[src/sv/tva_pkg.sv]
// Shared types, constants and helpers for the tuned voice allocator.
// Used by tva_front, tva_back and tuned_voice_allocator; depends on nothing.
`default_nettype none

package tva_pkg;

  localparam int MAX_OUTPUTS   = 16;
  localparam int PITCH_CLASSES = 12;
  localparam int MAX_NOTES     = 32;
  localparam int NUM_SLOTS     = MAX_OUTPUTS * PITCH_CLASSES;
  localparam int QDEPTH        = 2;
  localparam int QPW           = $clog2(QDEPTH);

  typedef enum logic [1:0] {
    EV_ON   = 2'd0,
    EV_OFF  = 2'd1,
    EV_TUNE = 2'd2
  } ev_kind_e;

  typedef enum logic {
    REQ_ON  = 1'b0,
    REQ_OFF = 1'b1
  } req_e;

  typedef enum logic {
    REG_NUM_OUTPUTS = 1'b0,
    REG_PC_MODE     = 1'b1
  } reg_idx_e;

  typedef struct packed {
    req_e        req_type;
    logic [4:0]  note_id;
    logic [3:0]  chan;
    logic [6:0]  key;
    logic [6:0]  vel;
    logic [13:0] mod;
    logic [31:0] ts;
    logic [31:0] mt;
  } item_t;

  typedef struct packed {
    logic [3:0]  idx;
    ev_kind_e    kind;
    logic [3:0]  chan;
    logic [6:0]  key;
    logic [6:0]  vel;
    logic [13:0] mod;
    logic [31:0] tm;
    logic        last;
  } res_t;

  typedef struct packed {
    logic [4:0] n_used;
    logic       pc_mode;
    logic       clear;
  } cfg_t;

  // Pitch class of a key, key mod 12, by reciprocal multiplication.
  function automatic logic [3:0] pclass(input logic [6:0] key);
    logic [14:0] p;
    logic [3:0]  q;
    logic [6:0]  r;
    p = 15'(key) * 15'd171;
    q = p[14:11];
    r = key - 7'({q, 3'b000}) - 7'({q, 2'b00});
    return r[3:0];
  endfunction

endpackage

`default_nettype wire

[src/sv/tva_front.sv]
// Front end of the tuned voice allocator: accepts input beats, drops
// zero-velocity note-ons and queues the rest for the back end. Uses tva_pkg.
`default_nettype none

module tva_front import tva_pkg::*; (
  input  wire logic  clk_i,
  input  wire logic  rst_ni,
  input  wire logic  in_valid_i,
  output logic       in_ready_o,
  input  wire item_t in_item_i,
  output logic       head_valid_o,
  output item_t      head_o,
  input  wire logic  pop_i
);

  item_t           q_mem [QDEPTH];
  logic [QPW-1:0]  wp_q, wp_d, rp_q, rp_d;
  logic [QPW:0]    cnt_q, cnt_d;
  logic            push;

  assign in_ready_o   = (cnt_q != (QPW+1)'(QDEPTH));
  assign push         = in_valid_i && in_ready_o &&
                        !(in_item_i.req_type == REQ_ON && in_item_i.vel == 7'd0);
  assign head_valid_o = (cnt_q != '0);
  assign head_o       = q_mem[rp_q];

  always_comb begin
    wp_d  = wp_q;
    rp_d  = rp_q;
    cnt_d = cnt_q;
    if (push) begin
      wp_d = (wp_q == QPW'(QDEPTH - 1)) ? '0 : wp_q + 1'b1;
    end
    if (pop_i) begin
      rp_d = (rp_q == QPW'(QDEPTH - 1)) ? '0 : rp_q + 1'b1;
    end
    if (push && !pop_i) begin
      cnt_d = cnt_q + 1'b1;
    end else if (!push && pop_i) begin
      cnt_d = cnt_q - 1'b1;
    end
  end

  always_ff @(posedge clk_i or negedge rst_ni) begin
    if (!rst_ni) begin
      wp_q  <= '0;
      rp_q  <= '0;
      cnt_q <= '0;
    end else begin
      wp_q  <= wp_d;
      rp_q  <= rp_d;
      cnt_q <= cnt_d;
    end
  end

  always_ff @(posedge clk_i) begin
    if (push) begin
      q_mem[wp_q] <= in_item_i;
    end
  end

endmodule

`default_nettype wire

[config.mk]
export PLATFORM = sky130hd
export DESIGN_NAME = tva_front
export DESIGN_NICKNAME = d
export VERILOG_FILES = /design/src/sv/tva_pkg.sv /design/src/sv/tva_front.sv
export SDC_FILE = /design/constraint.sdc
export NUM_CORES = 1
export LEC_CHECK = 0
export ABC_AREA = 1
export BUFFER_PORTS_ARGS = -buffer_cell sky130_fd_sc_hd__buf_2
export CAP_MARGIN = 20
export CELL_PAD_IN_SITES_DETAIL_PLACEMENT = 1
export CELL_PAD_IN_SITES_GLOBAL_PLACEMENT = 2
export CORE_MARGIN = 10
export CORE_UTILIZATION = 41
export CTS_BUF_LIST = sky130_fd_sc_hd__clkbuf_16
export DETAILED_ROUTE_END_ITERATION = 16
export PLACE_DENSITY = 0.95
export SYNTH_ARGS = -nofsm -noshare
export SYNTH_HDL_FRONTEND = slang
export SYNTH_SLANG_ARGS = --single-unit
export TNS_END_PERCENT = 1
[constraint.sdc]
create_clock -name clk_i -period 16.3 [get_ports clk_i]
set_input_delay 0.815 -clock clk_i [delete_from_list [all_inputs] [get_ports clk_i]]
set_output_delay 0.815 -clock clk_i [all_outputs]
set_load 0.03 [all_outputs]
==> results of run 1 <==
[stage by stage]
stage / power (W) / setup slack (ps) / cells / utilization / instance area (um^2)
4_1_cts: 0.00194 / 12780 / 821 / 0.529 / 9590
6_report: 0.00191 / 12830 / 821 / 0.529 / 9590
2_1_floorplan: 0.00128 / 10300 / 352 / - / 7620
3_5_place_dp: 0.00146 / 13260 / 783 / 0.490 / 8900
5_1_grt: 0.00200 / 12690 / 821 / 0.529 / 9590
3_3_place_gp: 0.00144 / 13330 / 783 / 0.490 / 8900
[final cells by class]
cell class              count  share of cell area
clock buffers              23              0.0600
clock inverters            15              0.0125
inverters                   8             0.00339
multi-input cells         125               0.133
flip-flops and latches    208               0.649
well taps                 229              0.0299
repair buffers            213               0.112
[metal layers]
layer	wire [um]	share of wire	GRT usage
met5	0	0	0
met4	294	0.017	0.0342
met3	1420	0.081	0.0469
met2	9160	0.52	0.249
met1	6690	0.38	0.150
[registers in the layout, indices dropped and copies added (netlist names)]
| name | cells |
|---|---|
| wp_q | 1 |
| q_mem | 204 |
| rp_q | 1 |
| cnt_q | 2 |
[worst max-delay path, stage by stage (launching register included)]
cell and delay [ps]:
sky130_fd_sc_hd__dfrtp_4 600, sky130_fd_sc_hd__buf_4 830, sky130_fd_sc_hd__mux2_2 440, sky130_fd_sc_hd__buf_2 180
[worst max path at each step]
stage,start,endpoint,slack [ps],depth (start not counted)
floorplan,in_valid_i,q_mem[1][0]$_DFFE_PP_,10300,3
finish,rp_q$_DFFE_PN0P_,head_o[7],12830,3
CTS,rp_q$_DFFE_PN0P_,head_o[28],12780,3
global route,rp_q$_DFFE_PN0P_,head_o[7],12690,3
detailed placement,in_item_i[79],q_mem[0][39]$_DFFE_PP_,13260,8
global placement,in_valid_i,q_mem[0][78]$_DFFE_PP_,13330,5
[cells in the final DEF, fill, tap and decap left out]
cell type / n
sky130_fd_sc_hd__ha_1: 1
sky130_fd_sc_hd__o21ai_0: 1
sky130_fd_sc_hd__buf_2: 209
sky130_fd_sc_hd__mux2_2: 102
sky130_fd_sc_hd__a21boi_0: 1
sky130_fd_sc_hd__nor2_1: 6
sky130_fd_sc_hd__edfxtp_1: 204
sky130_fd_sc_hd__dfrtp_1: 3
sky130_fd_sc_hd__xor2_1: 2
sky130_fd_sc_hd__dfrtp_4: 1
sky130_fd_sc_hd__xnor2_1: 1
sky130_fd_sc_hd__bufinv_16: 2
sky130_fd_sc_hd__clkbuf_16: 23
sky130_fd_sc_hd__clkinv_2: 3
sky130_fd_sc_hd__inv_4: 1
sky130_fd_sc_hd__clkinv_1: 4
sky130_fd_sc_hd__inv_1: 11
sky130_fd_sc_hd__nor2_4: 1
sky130_fd_sc_hd__nand3_1: 1
sky130_fd_sc_hd__clkinvlp_4: 2
sky130_fd_sc_hd__nand2_1: 9
sky130_fd_sc_hd__buf_4: 4
[power by group]
part	leakage (nW)	total, W	internal [W]	switching (W)
logic	1.35	0.000666	0.000216	0.000450
clock network	0.351	0.000472	0.000285	0.000187
registers	1.94	0.000768	0.000731	0.0000371
[cells by family (layout without fill, tap and decap cells)]
group                      Yosys count  in the layout  synth area share
buffers and inverters               19            259            0.0172
AOI/OAI and AO/OA                    2              2           0.00164
muxes                              102            102             0.151
xor gates and xnor gates             3              3           0.00345
and+or+nand+nor                     17             17           0.00854
adders and majority gates            1              1           0.00164
DFF                                208            208             0.817
==> run metrics, run 1 <==
outcome finished, final reports clean; number of hold-repair buffers added at the cts stage 0; RSZ-0062 raised after global routing false; critical register-to-register path startpoint cnt_q[0]$_DFFE_PN0P_; Data arrival, critical path 2660 ps; dominant cell by count in the synthesized netlist sky130_fd_sc_hd__edfxtp_1; cell area after synthesis 7620 um^2; overall die height between 150 and 200 um; Slew Limit Headroom 0.285; Synth top cells by count sky130_fd_sc_hd__edfxtp_1, sky130_fd_sc_hd__mux2_2, sky130_fd_sc_hd__nand2_1; power density over cell area 199 nW/um^2; portion of the post-synthesis area used by sequential elements 0.817; top cells by area in the synthesized netlist sky130_fd_sc_hd__edfxtp_1, sky130_fd_sc_hd__mux2_2, sky130_fd_sc_hd__dfrtp_1; total leakage power 3.64 nW; I/O Pins 210; Clock Pin Slew Worst Setup and Hold Paths 60 ps; number of standard cells after synthesis 352; Sequential cell area 6230 um^2; total overflow reported by the global router 0; count of final max-slew check failures 0; global-route wire length before repair between 20000 and 30000 um; library cell with the largest summed area after synthesis sky130_fd_sc_hd__edfxtp_1; final cycle utilization of the critical path 0.213; antenna diode instance count 0; Area Growth Syn to Fin 25.9%; clock root buffer master sky130_fd_sc_hd__clkbuf_16; final routed DRC violation total 0; portion of synthesized cell area occupied by the leading cell type 0.804; Worst R2R Path Depth 5; weighted congestion at the end of routability-driven global placement 0.730; CORE AREA 18100 um^2; Final setup viols 0; crit path capture type output pin; Core Rows 49; maximum vdd drop 0.119 mV; vias per cell 4.83; Hold Crit Class input port to async pin; number of max-capacitance violations reported 0; total negative slack 0 ps; Worst Tran Pin Value 1070 ps; Clk Latency, worst-skew pair slightly below 500 ps; Syn Nets 459; number of buffers on the longest clock path 3; setup repair bufs after CTS 0; total number of vias 3962; Post-synth EDFFs 204; number of distinct standard cells referenced by the synthesized netlist 15; flop-to-flop setup slack 13740 ps; vias in the first global route 4577; antenna violations before repair 0; DR iter-0 viols 137; Fill cells 1732; level count of the clock H-tree 1; total area of multi-input combinational cells 1270 um^2; Gates resized, CTS repair 0; routed wire length per instance 21.4 um; total routed wirelength 17600 um; Final HPWL DP 12500 um; number of nets in the layout 685; final hold violations 0; synthesis warning total 0; kind of launch point of the worst setup path register; Worst Clk Skew between 10 and 15 ps; Max FO, Critical Path slightly above 80; initial core utilization 0.420; clk sink count 208; buffers added on ports 209; ratio of cells with drive above 1 in the final layout 0.588; syn_area_per_cell ~22 um^2; total global-route track usage 0.137; maximum number of pins on one net before global-route repair 84; Worst Path Class, Setup register to output pin; floorplan die width 156 um; clock tree from TritonCTS done; floorplan die area 24400 um^2; Worst Path Required 15490 ps; fin crit period 3470 ps; worst slack on hold paths 134 ps; Synth Register Bits ~210; Primary FF master, synth sky130_fd_sc_hd__edfxtp_1; Max Clk Rate 288 MHz; remaining antenna violation count after routing 0; Inserted Clock Buffers 22; Reg2Reg Capture Point q_mem[0][27]$_DFFE_PP_; FFs w/ async S/R, synth 0.0192; number of iterations in the first detailed-routing pass 4
(Power assumes the default switching activity.)
==> inputs of run 2 (changes only) <==
ABC_AREA = 0   (was 1)
CORE_UTILIZATION = 38   (was 41)
PLACE_DENSITY = 0.89   (was 0.95)
clock period = 3.27 ns   (was 16.3 ns; I/O delays follow)
==> run 2 against run 1 <==
  * Critical endpoint is now head_o[40]
  * Final cell count is 16% higher
  * Synthesized cell count fell by 4.0%
  * Wire length rose by 14%
  * Largest cell class unchanged
  * Sequential cell count did not move
  * Count of clock-buffer cells in the layout did not move
  * Global-route usage up 1.2 points
==> run metrics, run 2 <==
outcome finished, final reports clean; maximum number of pins on one net before global-route repair 44; delay of the slowest cell on the worst path 810 ps; weighted congestion at the end of routability-driven global placement 0.745; I/O Pins 210; Min-Delay Startpoint in_valid_i; total global-route track usage 0.149; Synth top cells by count sky130_fd_sc_hd__edfxtp_1, sky130_fd_sc_hd__mux2_2, sky130_fd_sc_hd__buf_2; Cell Count Post-Placement between 800 and 900; total placed instance area between 8000 and 9000 um^2; Worst R2R Path Depth 4; total overflow reported by the global router 0; Gates resized, CTS repair 0; Worst Path Required 3110 ps; syn_area_per_cell 22.4 um^2; Reg2Reg Capture Point q_mem[0][13]$_DFFE_PP_; Max Clk Rate roughly 400 MHz; portion of synthesized cell area occupied by the leading cell type 0.810; Hold Crit Class input port to register; setup repair bufs after CTS 0; clock root buffer master sky130_fd_sc_hd__clkbuf_16; library cell with the largest summed area after synthesis sky130_fd_sc_hd__edfxtp_1; synthesis warning total 0; clock tree from TritonCTS done; WHS Path Cells 4; count of final max-slew check failures 0; fin crit period 2470 ps; buffers added on ports 209; Max FO, Critical Path 41; Primary FF master, synth sky130_fd_sc_hd__edfxtp_1; portion of the post-synthesis area used by sequential elements 0.824; global-route wire length before repair 30600 um; Final HPWL DP 12700 um; Worst Clk Skew 9.68 ps; clk sink count between 200 and 250; CORE AREA 19500 um^2; register containing the most flip-flops in the final layout q_mem; number of max-capacitance violations reported 0; most common cell after layout, fill and taps aside sky130_fd_sc_hd__buf_2; flop-to-flop setup slack 920 ps; largest registers q_mem x204, cnt_q x2; top cells by area in the synthesized netlist sky130_fd_sc_hd__edfxtp_1, sky130_fd_sc_hd__mux2_2, sky130_fd_sc_hd__dfrtp_1; Area Growth Syn to Fin 41.2%; Inserted Clock Buffers 22; initial core utilization 0.387; kind of cell with the highest combined delay on the critical path flip-flops; vias per cell 4.62; number of flip-flops in the largest register 204; kind of launch point of the worst setup path register; RSZ-0062 raised after global routing false; ratio of cells with drive above 1 in the final layout 0.499; dominant cell by count in the synthesized netlist sky130_fd_sc_hd__edfxtp_1; commonest cells after routing, fill and taps aside sky130_fd_sc_hd__buf_2, sky130_fd_sc_hd__edfxtp_1, sky130_fd_sc_hd__dlygate4sd3_1, sky130_fd_sc_hd__mux2_2, sky130_fd_sc_hd__clkbuf_16; number of buffers on the longest clock path 3; level count of the clock H-tree 1; Clock Pin Slew Worst Setup and Hold Paths 60 ps; Slew Limit Headroom 0.562; number of hold-repair buffers added at the cts stage 105; overall die height 161 um; final cycle utilization of the critical path 0.756; crit path capture type output pin; DR iter-0 viols 204; number of iterations in the first detailed-routing pass 4; Post-synth EDFFs 204; cell area after synthesis about 7600 um^2; Worst Tran Pin Value 656 ps; number of distinct standard cells referenced by the synthesized netlist 17; number of buffer and inverter stages on the critical path 2; number of nets in the layout 778; Fill cells roughly 1800; total leakage power 4.06 nW; total non-filler cell area in the finished layout 10700 um^2; total number of vias around 4400; Core Rows 51; number of standard cells after synthesis 338; total routed wirelength 20000 um; floorplan die width 161 um; Synth Register Bits 208; power density over cell area between 900 and 1000 nW/um^2; Final setup viols 0; Syn Nets 445; antenna violations before repair 0; Clk Latency, worst-skew pair about 490 ps; terminating pin of the worst hold path wp_q$_DFFE_PN0N_; Data arrival, critical path 2310 ps; final routed DRC violation total 0; vias in the first global route 5161; cell breakdown of the critical path buf_4 -> mux2_2 -> buf_2; Worst Path Class, Setup register to output pin; critical register-to-register path startpoint cnt_q[0]$_DFFE_PN0P_; Layout Cells excl Fill 952; post-layout utilization of the core 0.547; floorplan die area between 20000 and 30000 um^2; final hold violations 0; antenna diode instance count 0; slowest cell on the critical path sky130_fd_sc_hd__dfrtp_4; maximum vdd drop 0.653 mV; FFs w/ async S/R, synth 0.0192; routed wire length per instance 21.0 um; remaining antenna violation count after routing 0
==> run 2: kinds of logic after synthesis <==
| family | Yosys count | share of synthesized area |
|---|---|---|
| AOI/OAI and AO/OA | 1 | 0.00165 |
| xor gates and xnor gates | 5 | 0.00679 |
| adders and majority gates | 1 | 0.00165 |
| buffers and inverters | 14 | 0.00877 |
| DFF | 208 | 0.824 |
| muxes | 102 | 0.152 |
| and+or+nand+nor | 7 | 0.00563 |
==> run 2: through the flow <==
step / total power, W / setup WS (ps) / hold WS (ps) / setup TNS, ps
final: 0.00969 / 799 / 138 / 0
after global routing: 0.0101 / 679 / 149 / 0
after CTS: 0.00978 / 748 / 120 / 0
after detailed placement: 0.00737 / 900 / -15.2 / 0
after global placement: 0.00725 / 1020 / -21.3 / 0
after floorplan: 0.00630 / -756 / -132 / -154140
==> run 2: metal layers <==
metal,wire length [um],GRT usage,vias up,part of all wire
met2,10800,0.278,158,0.54
met5,0,0,-,0
met1,7540,0.163,2211,0.38
li1,-,-,1999,-
met3,1290,0.0425,31,0.065
met4,400,0.0339,0,0.020
==> run 2: worst max-delay path by stage <==
stage / from / endpoint / slack [ps] / depth (start not counted)
floorplan: cnt_q[0]$_DFFE_PN0P_ / q_mem[0][0]$_DFFE_PP_ / -760 / 3
global placement: cnt_q[0]$_DFFE_PN0P_ / q_mem[0][13]$_DFFE_PP_ / 1020 / 4
detailed placement: cnt_q[0]$_DFFE_PN0P_ / q_mem[0][16]$_DFFE_PP_ / 900 / 4
CTS: rp_q$_DFFE_PN0P_ / head_o[26] / 750 / 3
global route: rp_q$_DFFE_PN0P_ / head_o[26] / 680 / 3
finish: rp_q$_DFFE_PN0P_ / head_o[40] / 800 / 3
==> run 2: worst reg2reg max path: stages, from the launching register on <==
cell,delay (ps)
sky130_fd_sc_hd__dfrtp_1,420
sky130_fd_sc_hd__nand2b_1,170
sky130_fd_sc_hd__o211ai_2,180
sky130_fd_sc_hd__nor2_4,550
sky130_fd_sc_hd__buf_4,630
==> run 2: final cells by class <==
class                           instances  area, um^2  share of cell area
Clock buffer                           23         576              0.0539
Clock inverter                         17        92.6             0.00867
Timing Repair Buffer                  320        2150               0.202
Tap cell                              265         332              0.0311
Inverter                                3        11.3             0.00105
Multi-Input combinational cell        116        1280               0.120
Sequential cell                       208        6230               0.583
==> run 2: where the power goes <==
part	total [W]	internal [W]	switching (W)
logic	0.00347	0.00119	0.00229
registers	0.00390	0.00365	0.000256
clock network	0.00231	0.00134	0.000971
==> inputs of run 3 (changes only) <==
clock period = 2.3 ns   (was 3.27 ns; I/O delays follow)
==> run 3 against run 2 <==
  * Count of clock-buffer cells in the layout did not move
  * Sequential power rose by 40%
  * Final cell count did not move
  * Via count rose by 0.32%
  * Critical path type is now register to register
  * Clock skew rose by 11 ps
  * Utilization rose by 0.35 points
==> run metrics, run 3 (synthesized netlist as in run 2, its figures left out) <==
fin crit period 2100 ps; Worst R2R Path Depth 4; register containing the most flip-flops in the final layout q_mem; overall die height 161 um; total number of vias 4413; fraction of met2 tracks used by global routing 0.276; Clk Latency, worst-skew pair 500 ps; total overflow reported by the global router 0; met3 Use GR 0.0468; maximum number of pins on one net before global-route repair between 40 and 50; floorplan die width about 160 um; final cycle utilization of the critical path 0.913; power density over cell area around 1300 nW/um^2; routed wire length per instance 21.1 um; kind of cell with the highest combined delay on the critical path simple AND/OR/NAND/NOR gates; Min-Delay Startpoint in_valid_i; Overall Power 0.0138 W; number of buffers on the longest clock path 3; maximum vdd drop approximately 0.73 mV; Inserted Clock Buffers 22; CP startpoint cnt_q[0]$_DFFE_PN0P_; delay of the slowest cell on the worst path ~700 ps; critical register-to-register path startpoint cnt_q[0]$_DFFE_PN0P_; clock tree from TritonCTS done; clock root buffer master sky130_fd_sc_hd__clkbuf_16; final hold violations 0; Clock Pin Slew Worst Setup and Hold Paths approximately 60 ps; final worst-path setup slack 200 ps; Core Rows 51; kind of launch point of the worst setup path register; total placed instance area a little over 9000 um^2; weighted congestion at the end of routability-driven global placement approximately 0.73; vias per cell 4.64; CORE AREA 19500 um^2; number of max-capacitance violations reported 0; Reg2Reg Capture Point q_mem[1][64]$_DFFE_PP_; total non-filler cell area in the finished layout 10700 um^2; Worst Path Required 2460 ps; total global-route track usage 0.149; Worst Path Class, Setup register to register; total negative slack 0 ps; final routed DRC violation total 0; most common cell after layout, fill and taps aside sky130_fd_sc_hd__buf_2; global routing's busiest layer met2; setup repair bufs after CTS 0; floorplan die area 25900 um^2; total routed wirelength 20100 um; number of iterations in the first detailed-routing pass 4; commonest cells after routing, fill and taps aside sky130_fd_sc_hd__buf_2, sky130_fd_sc_hd__edfxtp_1, sky130_fd_sc_hd__dlygate4sd3_1, sky130_fd_sc_hd__mux2_2, sky130_fd_sc_hd__clkbuf_16; WHS Path Cells 4; met1 global-route usage 0.159; post-layout utilization of the core 0.550; RSZ-0062 raised after global routing false; I/O Pins 210; largest registers q_mem x204, cnt_q x2; outcome finished, final reports clean; terminating pin of the worst hold path wp_q$_DFFE_PN0N_; DR iter-0 viols 153; Hold Crit Class input port to register; Data arrival, critical path 2260 ps; number of buffer and inverter stages on the critical path 1; Max Clk Rate 476 MHz; Final HPWL DP roughly 13000 um; Worst Clk Skew 20.5 ps; Final setup viols 0; global-route wire length before repair 30400 um; initial core utilization 0.387; vias in the first global route 5157; flop-to-flop setup slack 200 ps; ratio of cells with drive above 1 in the final layout 0.503; worst-case setup slack after placement 185 ps; Worst Tran Pin Value about 900 ps; buffers added on ports 209; Max FO, Critical Path 43; slowest cell on the critical path sky130_fd_sc_hd__nor2_4; crit path capture type register; Gates resized, CTS repair 0; Slew Limit Headroom 0.416; total leakage power 4.07 nW; number of flip-flops in the largest register 204; Area Growth Syn to Fin 42.2%; antenna violations before repair 1; clk sink count 208; level count of the clock H-tree 1; cell breakdown of the critical path nand2b_4 -> o211ai_4 -> nor2_4 -> buf_12; remaining antenna violation count after routing 0; count of final max-slew check failures 0; number of nets in the layout 779
==> run 3: cell types whose count changed in the layout (fill, tap and decap cells not counted) <==
cell                        previous run  this run
sky130_fd_sc_hd__inv_1                10         5
sky130_fd_sc_hd__clkinv_2              2         3
sky130_fd_sc_hd__nand2b_1              1         0
sky130_fd_sc_hd__clkinv_1              6         9
sky130_fd_sc_hd__diode_2               0         1
sky130_fd_sc_hd__buf_12                1         7
sky130_fd_sc_hd__o211ai_4              0         1
sky130_fd_sc_hd__buf_4                 5         0
sky130_fd_sc_hd__o211ai_2              1         0
sky130_fd_sc_hd__nand2b_4              0         1
sky130_fd_sc_hd__bufinv_16             1         0
==> run 3: cell type report <==
cell class	instances	area [um^2]
diodes	1	2.50
clock buffers	23	576
clock inverters	15	60.1
fillers	1837	8780
inverters	3	11.3
multi-input cells	116	1300
flip-flops and latches	208	6230
well taps	265	332
repair buffers	321	2240
==> run 3: what timing repair did <==
item / CTS / global route
hold endpoints to repair: 209 / 0
hold buffers: 105 / 0
setup endpoints to repair: 0 / 0
==> run 3: tightest hold or removal path, cell delays in order <==
cell	delay (ps)
sky130_fd_sc_hd__buf_2	110
sky130_fd_sc_hd__o211ai_4	110
sky130_fd_sc_hd__inv_2	100
sky130_fd_sc_hd__xnor2_2	60
==> run 3: how the worst max path moves through the flow <==
| stage | end | slack, ps | depth (start not counted) |
|---|---|---|---|
| floorplan | q_mem[1][0]$_DFFE_PP_ | -370 | 3 |
| global placement | q_mem[1][63]$_DFFE_PP_ | 300 | 4 |
| detailed placement | q_mem[1][57]$_DFFE_PP_ | 190 | 4 |
| CTS | q_mem[1][14]$_DFFE_PP_ | 160 | 4 |
| global route | q_mem[1][57]$_DFFE_PP_ | 60 | 4 |
| finish | q_mem[1][64]$_DFFE_PP_ | 200 | 4 |
==> run 3: per-layer routing <==
layer  part of all wire  vias to the layer above
li1                   -                     2014
met1               0.37                     2213
met2               0.54                      161
met3              0.072                       25
met4              0.019                        0
met5                  0                        -
==> run 3: power breakdown <==
group / internal, W / switching [W] / leakage (nW)
Combinational: 0.00182 / 0.00339 / 1.81
Clock: 0.00179 / 0.00134 / 0.325
Sequential: 0.00518 / 0.000269 / 1.94
Total: 0.00879 / 0.00500 / 4.07
==> run 3: metrics by stage <==
stage	hold slack, ps	std cells
6_report	66.3	952
4_1_cts	48.5	951
3_5_place_dp	-65.5	808
2_1_floorplan	-181	338
3_3_place_gp	-71.9	808
5_1_grt	57.6	952
